File: src/sv/skt_pkg.sv
// Shared types and constants for the sorted key table lookup block.
// No dependencies; imported by skt_ctrl, skt_dp, sorted_key_table_lookup and its testbench.
package skt_pkg;

	localparam int TABLE_DEPTH = 4096;
	localparam int ADDR_W      = $clog2(TABLE_DEPTH);
	localparam int CNT_W       = ADDR_W + 1;
	localparam int KEY_W       = 160;

	// item modes
	localparam logic [1:0] MODE_CLEAR  = 2'd0;
	localparam logic [1:0] MODE_LOAD   = 2'd1;
	localparam logic [1:0] MODE_LOOKUP = 2'd2;

	// result status codes
	localparam logic [2:0] ST_HIT   = 3'd0;
	localparam logic [2:0] ST_MISS  = 3'd1;
	localparam logic [2:0] ST_DONE  = 3'd2;
	localparam logic [2:0] ST_FULL  = 3'd3;
	localparam logic [2:0] ST_ORDER = 3'd4;

	typedef logic [KEY_W-1:0] key_t;

	typedef struct packed {
		key_t        key;
		logic [63:0] offset;
		logic [31:0] length;
	} rec_t;

	// controller -> datapath
	typedef struct packed {
		logic capture;
		logic exec;
		logic probe;
		logic compare;
		logic emit_miss;
	} skt_cmd_t;

	// datapath -> controller
	typedef struct packed {
		logic is_lookup;
		logic range_empty;
		logic key_eq;
	} skt_stat_t;

endpackage

File: src/sv/skt_ctrl.sv
// Sequencer for the sorted key table: capture, execute, probe/compare loop.
// Depends on skt_pkg.
module skt_ctrl
	import skt_pkg::*;
(
	input  logic      clk,
	input  logic      arst_n,
	input  logic      start,
	output logic      busy,
	input  skt_stat_t stat,
	output skt_cmd_t  cmd
);

	localparam logic [1:0] S_IDLE  = 2'd0;
	localparam logic [1:0] S_EXEC  = 2'd1;
	localparam logic [1:0] S_PROBE = 2'd2;
	localparam logic [1:0] S_CMP   = 2'd3;

	logic [1:0] state_q;
	logic [1:0] state_nxt;

	always_comb begin
		state_nxt = state_q;
		cmd       = '0;
		case (state_q)
			S_IDLE: begin
				if (start) begin
					cmd.capture = 1'b1;
					state_nxt   = S_EXEC;
				end
			end
			S_EXEC: begin
				cmd.exec  = 1'b1;
				state_nxt = stat.is_lookup ? S_PROBE : S_IDLE;
			end
			S_PROBE: begin
				if (stat.range_empty) begin
					cmd.emit_miss = 1'b1;
					state_nxt     = S_IDLE;
				end else begin
					cmd.probe = 1'b1;
					state_nxt = S_CMP;
				end
			end
			S_CMP: begin
				// datapath narrows the range or reports the hit itself
				cmd.compare = 1'b1;
				state_nxt   = stat.key_eq ? S_IDLE : S_PROBE;
			end
			default: begin
				state_nxt = S_IDLE;
			end
		endcase
	end

	always_ff @(posedge clk or negedge arst_n) begin
		if (!arst_n) begin
			state_q <= S_IDLE;
		end else begin
			state_q <= state_nxt;
		end
	end

	assign busy = (state_q != S_IDLE);

endmodule

File: config.mk
export PLATFORM = sky130hd
export DESIGN_NAME = skt_ctrl
export DESIGN_NICKNAME = d
export VERILOG_FILES = /design/src/sv/skt_pkg.sv /design/src/sv/skt_ctrl.sv
export SDC_FILE = /design/constraint.sdc
export NUM_CORES = 1
export LEC_CHECK = 0
export ABC_AREA = 1
export BUFFER_PORTS_ARGS = -buffer_cell sky130_fd_sc_hd__buf_2
export CAP_MARGIN = 25
export CELL_PAD_IN_SITES_DETAIL_PLACEMENT = 0
export CELL_PAD_IN_SITES_GLOBAL_PLACEMENT = 1
export CORE_AREA = 5 5 42 44
export CTS_CLUSTER_DIAMETER = 40
export DETAILED_ROUTE_END_ITERATION = 10
export DIE_AREA = 0 0 47 49
export GPL_ROUTABILITY_DRIVEN = 0
export GPL_TIMING_DRIVEN = 1
export PLACE_DENSITY_LB_ADDON = 0.1
export SYNTH_ARGS = -nofsm -noshare
export SYNTH_HDL_FRONTEND = slang
export SYNTH_SLANG_ARGS = --single-unit
File: constraint.sdc
create_clock -name clk -period 0.85 [get_ports clk]
set_clock_uncertainty 0.2 [all_clocks]
set_input_delay 0 -clock clk [delete_from_list [all_inputs] [get_ports clk]]
set_output_delay 0 -clock clk [all_outputs]
set_load 0.05 [all_outputs]
Yosys cells after proc, flatten, opt, wreduce, memory -nomap -nowiden. Cells that the tools add are included.

Reduce and logical (&&, ||, !) cells: 2. Multiplexer cells: 13. Equal/unequal tests: 4.

Operator list (number): two-way mux 1 bit (8); two-way mux 2 bit (4); one-hot mux 2 bit (4 select lines) (1); == test 2 bit (second input constant) (2); == test 2 x 1 -> 1 bit (second input constant) (1); zero test 2 bit (1); inequality test 2 bit (second input constant) (1); nonzero test 2 bit (1).

Output and inout bits: 6. Logic and storage cells: 20. Flip-flop bits (word level): 2. Bits of input ports: 6.

Longest topological paths before layout. Gate-level depths: netlist of the first run.

Depth in word-level cells: 2. Depth in mapped cells: 3. Gate-level depth less buffers: 3.

Worst setup path before layout of the first run. No wires, ideal clock.

Path type: register -> output. From: reg state_q[1]. To: out cmd[4] in the netlist's numbering. Setup slack: -0.762 ns. Arrival time: 1.412 ns. Path buffers: 0. Required time: 0.650 ns. Cell stages (with the launch flop): 4. Cells stage by stage: dfrtp_1 inv_2 nand2_2 nor2_1.

RTL lines: start: declaration (RTL line skt_ctrl.sv:19) `logic [1:0] state_q;`; start signal: assignment (RTL line skt_ctrl.sv:60) `state_q <= state_nxt;`; end: declaration (RTL line skt_ctrl.sv:11) `output skt_cmd_t cmd`.

==> results.cfg, run 1 <==
[status]
status = complete, but fails checks
violations = hold timing, setup timing

[drt]
final_antenna_net_count = 0
routedWlPerCell_um = 7.491
drt_iter0_drc = 0
vias_per_cell = 3.474
dr.pass1.iters = 1
wirelength_um = 427
num_vias = 198
drc = 0

[die]
num_rows = 14
fp.dieW_um = 47
pin_count = 12
core_area_um2 = 1401
start_util_pct = 10.18
die_area_um2 = 2303
die_h_um = 49

[setup_path]
r2r-start = state_q[1]
cp_data_required_time_ns = 0.65
critPathSlowestCell = dfrtp_2
critPathMaxStageDelay_ns = 0.43
arrival_ns = 1.09
crit_type = flip-flop to primary output
cp_max_fo = 5
crit_start = state_q[1]
worstSetupStartpointType = flip-flop
end_kind = primary output
path_cells = inv_4 -> nor3_4 -> buf_6

[place]
dp_hpwl_um = 392.9
preCtsSetupSlack_ns = -0.3354
placed_area_um2 = 300.3
io_buffers = 11

[yosys]
synth_edf_count = 0
yosysMostFrequentCell = inv_1
synth_area_per_cell_um2 = 7.507
yosysTopAreaCellShare_pct = 35.09
yosys.area.top_type = dfrtp_1
postSynthCellCount = 19
synth-seq-cells = 2
ys.flop_type = dfrtp_1
syn_nets = 25
yosys_warnings = 0
syn_area_um2 = 142.6
yosysUniqueCellTypes = 10
ys_seq_area_share_pct = 35.09
synthArstFlopShare_pct = 100.0
synthTopCellsByArea = dfrtp_1, nand3_2, inv_1

[finish]
diodes = 0
fill_cells = 160
top_register = state_q
reg_top3 = state_q (2)
drive_above_1_share_pct = 85.37
syn_to_final_growth_pct = 199.1
fin_area_um2 = 426.7
final_nets = 49
largest_reg_flops = 2

[sta]
hold_viol = 4
maxSlewHeadroom_pct = 88.11
setup_ws_ns = -0.4360
fin_crit_ns = 1.286
drv_slew = 0
hold_ws_ns = -0.1545
tightest_slew_ns = 0.1782
rsz0062_at_grt = yes
fmax_mhz = 777.6
period_share_pct = 151.3
setup-violations-final = 8

[clock_network]
clockBufferDepth = 2
numClockSinks = 2
cts_tree = done
cts_hold_buf = 1
clk_pin_slew_ns = 0.03
cts_max_level = 1
cts_root_buf = clkbuf_4
numCtsBuffers = 3
insertion_delay_ns = 0.22

[power]
power_leakage_nw = 0.1985
power_density_nw_per_um2 = 4139
max-vdd-ir-drop_mv = 1.399

[global_route]
overflow = 0
grt_pass1_wl_um = 731
grt_max_degree = 6
grt_pass1_vias = 192
antenna_found_initial = 0
grt_usage_pct = 4.440

[flow_run]
cap_viol_max_count = 0

[min_path]
worst_hold_path_type = input port to flip-flop
hp-start = stat[2]
## path summary, 6_finish.rpt
path | slack (ns) | endpoint | cells after the start
min reg2reg | 0.46 | state_q[1] | 2
max reg2reg | -0.40 | state_q[0] | 5
max in group asynchronous | 0.44 | state_q[0] | 2
min in group asynchronous | -0.10 | state_q[1] | 2
min | -0.15 | state_q[1] | 3
max | -0.44 | cmd[0] | 3
## layout by cell type, fill, tap and decap left out, drive strengths merged
master	n
nor3	1
nor2	2
nand2	2
o21ai	1
dlygate4sd3	1
inv	5
nand3	4
clkbuf	3
buf	18
dfrtp	2
clkinvlp	2
## cell type report
cell class	instances	area, um2	share of cell area, %
inverters	7	38.79	9.091
repair buffers	19	181.4	42.52
clock buffers	3	22.52	5.279
multi-input cells	10	111.4	26.10
flip-flops and latches	2	52.55	12.32
well taps	16	20.02	4.692
## routing by layer
layer	global-route usage, %	vias up	wire (um)
met4	0	0	0
met2	5.656	7	221
met1	5.727	87	156
met5	0	-	0
met3	4.428	0	49
li1	-	104	-
## metrics by stage
step,cells,util (%),hold slack (ns),TNS [ns],power [mW]
CTS,56,28.57,-0.1525,-3.148,1.684
floorplan,19,-,-0.4956,-1.745,0.8735
detailed placement,52,21.43,-0.4107,-2.269,1.196
global route,57,30.45,-0.1490,-3.513,1.873
finish,57,30.45,-0.1545,-3.081,1.766
global placement,52,21.43,-0.4118,-2.263,1.194
## timing repair
action	4_1_cts	5_1_grt
setup endpoints to repair	8	8
setup buffers	0	1
resized for setup	20	6
pin swaps	3	1
hold endpoints to repair	4	4
## power breakdown
part | internal (mW) | total [mW] | switching (mW)
clock network | 0.156 | 0.206 | 0.0501
registers | 0.145 | 0.225 | 0.0795
logic | 0.616 | 1.34 | 0.720
## worst max-delay path, delay by kind of cell, from the launching register on
kind                   cells  cell delay, ns
buffers and inverters      2            0.26
AND/OR/NAND/NOR            1            0.18
flip-flops                 1            0.43
## cell families after synthesis
family,after synthesis,synth area share [%]
and+or+nand+nor,9,40.35
buffers and inverters,7,18.42
DFF,2,35.09
AOI/OAI and AO/OA,1,6.141
No activity file was read; power rests on OpenSTA's default activity.
==> inputs of run 2 (changes only) <==
Settings changed: ABC_AREA 1 to 0.
==> run 2 against run 1 <==
Against the previous run:
- the flow still finishes with violations (hold timing, setup timing)
- clock-buffer cell count grew 1
- sequential share of layout area grew 3.0 points
- cell count shrank 11%
- setup slack lost 0.072 ns
- sequential power is essentially flat
- first-iteration DRC count grew 5
- die area is the same
- sequential cell count is the same
- critical path type unchanged
==> results.cfg, run 2 <==
[flow_run]
cap_viol_max_count = 0

[yosys]
synthTopCellsByArea = dfrtp_1, nor3b_2, and3b_2
yosys_warnings = 0
ys.flop_type = dfrtp_1
postSynthCellCount = 15
ys_seq_area_share_pct = 34.78
synthArstFlopShare_pct = 100.0
yosysTopAreaCellShare_pct = 34.78
syn_nets = 21
synth_edf_count = 0
synth_area_per_cell_um2 = 9.593
yosysUniqueCellTypes = 14
yosys.area.top_type = dfrtp_1
yosysMostFrequentCell = dfrtp_1
synth-seq-cells = 2
syn_area_um2 = 143.9

[sta]
setup_ws_ns = -0.5084
period_share_pct = 159.8
maxSlewHeadroom_pct = 83.44
fin_crit_ns = 1.358
drv_slew = 0
tightest_slew_ns = 0.2501
hold_viol = 4
fin_setup_tns_ns = -3.461
setup-violations-final = 8
fmax_mhz = 736.2
hold_ws_ns = -0.1567
rsz0062_at_grt = yes

[global_route]
grt_pass1_wl_um = 627
antenna_found_initial = 0
grt_pass1_vias = 159
grt_max_degree = 7
overflow = 0
grt_usage_pct = 4.087

[setup_path]
cp_top_family = flip-flops
end_kind = primary output
worstSetupStartpointType = flip-flop
path_cells = or2_4 -> nor2_4 -> buf_6
critical_path_buf_inv_count = 1
critPathSlowestCell = dfrtp_2
cp_max_fo = 6
arrival_ns = 1.16
ff2ff_setup_slack_ns = -0.42
cp_data_required_time_ns = 0.65
crit_type = flip-flop to primary output
critPathMaxStageDelay_ns = 0.43

[clock_network]
cts_hold_buf = 1
clk_pin_slew_ns = 0.04
numCtsBuffers = 3
numClockSinks = 2
insertion_delay_ns = 0.23
cts_root_buf = clkbuf_4
clockBufferDepth = 2
cts_max_level = 1
cts_tree = done

[drt]
vias_per_cell = 3.412
num_vias = 174
wirelength_um = 406
dr.pass1.iters = 2
final_antenna_net_count = 0
routedWlPerCell_um = 7.961
drt_iter0_drc = 5
drc = 0

[die]
die_h_um = 49
core_area_um2 = 1401
die_area_um2 = 2303
num_rows = 14
pin_count = 12
fp.dieW_um = 47
start_util_pct = 10.27

[power]
power_mw = 1.412
power_density_nw_per_um2 = 4119
power_leakage_nw = 0.1635
max-vdd-ir-drop_mv = 1.296

[place]
io_buffers = 11
placed_area_um2 = 251.5

[finish]
diodes = 0
syn_to_final_growth_pct = 138.3
top_register = state_q
reg_top3 = state_q (2)
fill_cells = 163
final_cell_mix = buf_6, buf_2, clkbuf_4
fin_area_um2 = 342.8
drive_above_1_share_pct = 77.14
final_common_cell = buf_6
final_core_util_pct = 24.46
final_nets = 42
largest_reg_flops = 2

[status]
violations = hold timing, setup timing
status = complete, but fails checks

[min_path]
worst_hold_path_type = input port to flip-flop
==> run 2: cell count changes in the layout (fill, tap and decap cells not counted), moves of 2 or more <==
cell,previous run,this run
nand3_1,2,0
inv_1,3,1
clkinvlp_4,2,0
inv_4,2,0
buf_8,3,0
==> run 2: stage by stage <==
stage	cells	setup slack, ns
2_1_floorplan	15	-0.5175
3_3_place_gp	44	-0.3972
3_5_place_dp	44	-0.4023
4_1_cts	50	-0.5536
5_1_grt	51	-0.5572
6_report	51	-0.5084
==> run 2: layout make-up <==
cell class | instances | area [um2] | share of cell area [%]
well taps | 16 | 20.02 | 5.839
flip-flops and latches | 2 | 52.55 | 15.33
repair buffers | 16 | 133.9 | 39.05
clock buffers | 4 | 26.28 | 7.664
multi-input cells | 12 | 106.4 | 31.02
inverters | 1 | 3.754 | 1.095
==> run 2: kinds of logic after synthesis <==
family | share of synthesized area [%]
and+or+nand+nor | 50.44
buffers and inverters | 2.606
DFF | 34.78
AOI/OAI and AO/OA | 12.18
==> run 2: tightest hold or removal path, cell delays in order <==
cell      delay, ns
buf_2          0.11
nand2b_1       0.08
a21oi_2        0.05
==> run 2: report_power, final <==
part / leakage (nW) / switching (mW) / total, mW / internal, mW
combinational: 0.126 / 0.524 / 0.955 / 0.431
sequential: 0.0229 / 0.0765 / 0.222 / 0.146
clock: 0.0150 / 0.0603 / 0.235 / 0.175
==> run 2: final timing paths <==
path,cells after the start,to,startpoint
worst max-delay path,3,cmd[4],state_q[1]
worst min-delay path,3,state_q[0],start
worst max register to register,3,state_q[1],state_q[1]
worst min register to register,2,state_q[0],state_q[0]
max in group asynchronous,2,state_q[1],arst_n
min in group asynchronous,2,state_q[0],arst_n
==> run 2: metal layers <==
metal | GRT usage [%] | part of all wire, % | vias up
met5 | 0 | 0 | -
met3 | 3.321 | 14 | 0
met2 | 4.525 | 42 | 9
met4 | 2.765 | 0 | 0
met1 | 5.066 | 44 | 76
li1 | - | - | 89
==> run 2: timing repair <==
item,CTS,global route
endpoints found under the setup margin,8,8
pin swaps,5,2
endpoints found under the hold margin,4,4
gates resized for setup,13,0
setup buffers,1,1
==> inputs of run 3 (changes only) <==
Settings changed: BUFFER_PORTS_ARGS -buffer_cell sky130_fd_sc_hd__buf_2 to not set, CTS_CLUSTER_DIAMETER 40 to not set, DONT_BUFFER_PORTS set to 1.
==> run 3 against run 2 <==
Against the previous run:
- global-route usage rose by 0.28 points
- sequential cell count did not move
- first-iteration DRC count fell by 100%
- largest cell class unchanged
- utilization fell by 0.27 points
- register-to-register slack got worse by 0.02 ns
- clock power barely moved
- the flow still finishes with violations (hold timing, setup timing)
- total power rose by 4.6%
- sequential power barely moved
==> results.cfg, run 3 (synthesis results as in run 2) <==
[status]
status = complete, but fails checks
violations = hold timing, setup timing

[finish]
drive_above_1_share_pct = 73.33
reg_top3 = state_q (2)
final_cell_mix = buf_4, clkbuf_4
top_register = state_q
largest_reg_flops = 2
final_cells = 46
syn_to_final_growth_pct = 135.7
final_nets = 37
final_core_util_pct = 24.20
fin_area_um2 = 339.1
fill_cells = 159
diodes = 0
final_common_cell = buf_4

[clock_network]
clk_pin_slew_ns = 0.03
numClockSinks = 2
clockBufferDepth = 2
insertion_delay_ns = 0.23
cts_tree = done
cts_hold_buf = 2
numCtsBuffers = 3
cts_max_level = 1
cts_root_buf = clkbuf_4

[drt]
drt_iter0_drc = 0
drc = 0
wl_met3_um = 55
wl_met2_um = 208
vias_per_cell = 3.717
num_vias = 171
routed.top_layer = met3
wl_met1_um = 171
routedWlPerCell_um = 9.457
final_antenna_net_count = 0
wirelength_um = 435
dr.pass1.iters = 1

[power]
power_leakage_nw = 0.1493
max-vdd-ir-drop_mv = 1.257
power_density_nw_per_um2 = 4358
power_frac_clock_pct = 15.9
combPwrFrac_pct = 69.2
intPower_mw = 0.8084
switching_share_pct = 45.29
power_mw = 1.478
seqPwrFrac_pct = 14.9
switching_power_mw = 0.6691

[sta]
hold_viol = 5
fmax_mhz = 732.4
fin_crit_ns = 1.365
drv_slew = 0
period_share_pct = 160.6
maxSlewHeadroom_pct = 88.18
setup_ws_ns = -0.5153
rsz0062_at_grt = yes
setup-violations-final = 8
hold_ws_ns = -0.2624
fin_setup_tns_ns = -3.469
tightest_slew_ns = 0.1771

[global_route]
grt_usage_pct = 4.369
grt_pass1_wl_um = 683
grt_pass1_vias = 184
antenna_found_initial = 0
overflow = 0
grt_max_degree = 7

[place]
dp_hpwl_um = 341.1
io_buffers = 0
preCtsSetupSlack_ns = -0.3435
placed_area_um2 = 259.0
placed_cells = 38

[die]
die_area_um2 = 2303
num_rows = 14
fp.dieW_um = 47
pin_count = 12
start_util_pct = 10.27
core_area_um2 = 1401
die_h_um = 49

[setup_path]
end_kind = primary output
cp_max_fo = 6
cp_data_required_time_ns = 0.65
worstSetupStartpointType = flip-flop
arrival_ns = 1.17
crit_type = flip-flop to primary output

[flow_run]
cap_viol_max_count = 0

[min_path]
worst_hold_path_type = input port to flip-flop
[run 3: cell count changes in the layout (fill, tap and decap cells not counted), sizes merged]
| cell | previous run | this run |
|---|---|---|
| buf | 15 | 9 |
| dlygate4sd3 | 1 | 2 |
[run 3: layout make-up]
cell class                 instances  area [um2]  area share [%]
timing repair buffer              11       120.1           35.42
multi-input combinational         12       116.4           34.32
sequential                         2       52.55           15.50
clock buffer                       4       26.28           7.749
tap                               16       20.02           5.904
inverter                           1       3.754           1.107
[run 3: layer usage]
| layer | vias to the layer above | track usage (%) |
|---|---|---|
| met5 | - | 0 |
| met4 | 0 | 2.765 |
| met3 | 0 | 3.321 |
| met2 | 9 | 5.656 |
| met1 | 82 | 4.846 |
| li1 | 80 | - |
[run 3: path summary, 6_finish.rpt]
path | start | to | slack (ns) | depth (start not counted)
setup / recovery | state_q[0] | cmd[4] | -0.52 | 3
hold / removal | stat[1] | state_q[0] | -0.26 | 2
setup reg to reg | state_q[1] | state_q[1] | -0.44 | 3
hold reg to reg | state_q[0] | state_q[0] | 0.41 | 2
max in group asynchronous | arst_n | state_q[1] | 0.51 | 1
min in group asynchronous | arst_n | state_q[0] | -0.20 | 1
[run 3: repair_timing]
item / CTS / global route
setup buffers: 2 / 1
resized for setup: 6 / 1
endpoints found under the hold margin: 5 / 5
pin swaps: 2 / 1
endpoints found under the setup margin: 8 / 8
[run 3: power groups by stage]
stage	registers, mW	logic, mW	clock network (mW)
floorplan	0.208	0.595	0
global placement	0.226	0.890	0
detailed placement	0.225	0.894	0
CTS	0.222	1.03	0.251
global route	0.234	1.06	0.269
finish	0.220	1.02	0.235
[run 3: critical path, stage by stage (launching register included)]
cell and delay (ns):
dfrtp_2 0.44, or2_4 0.26, nor2_4 0.10, buf_12 0.14
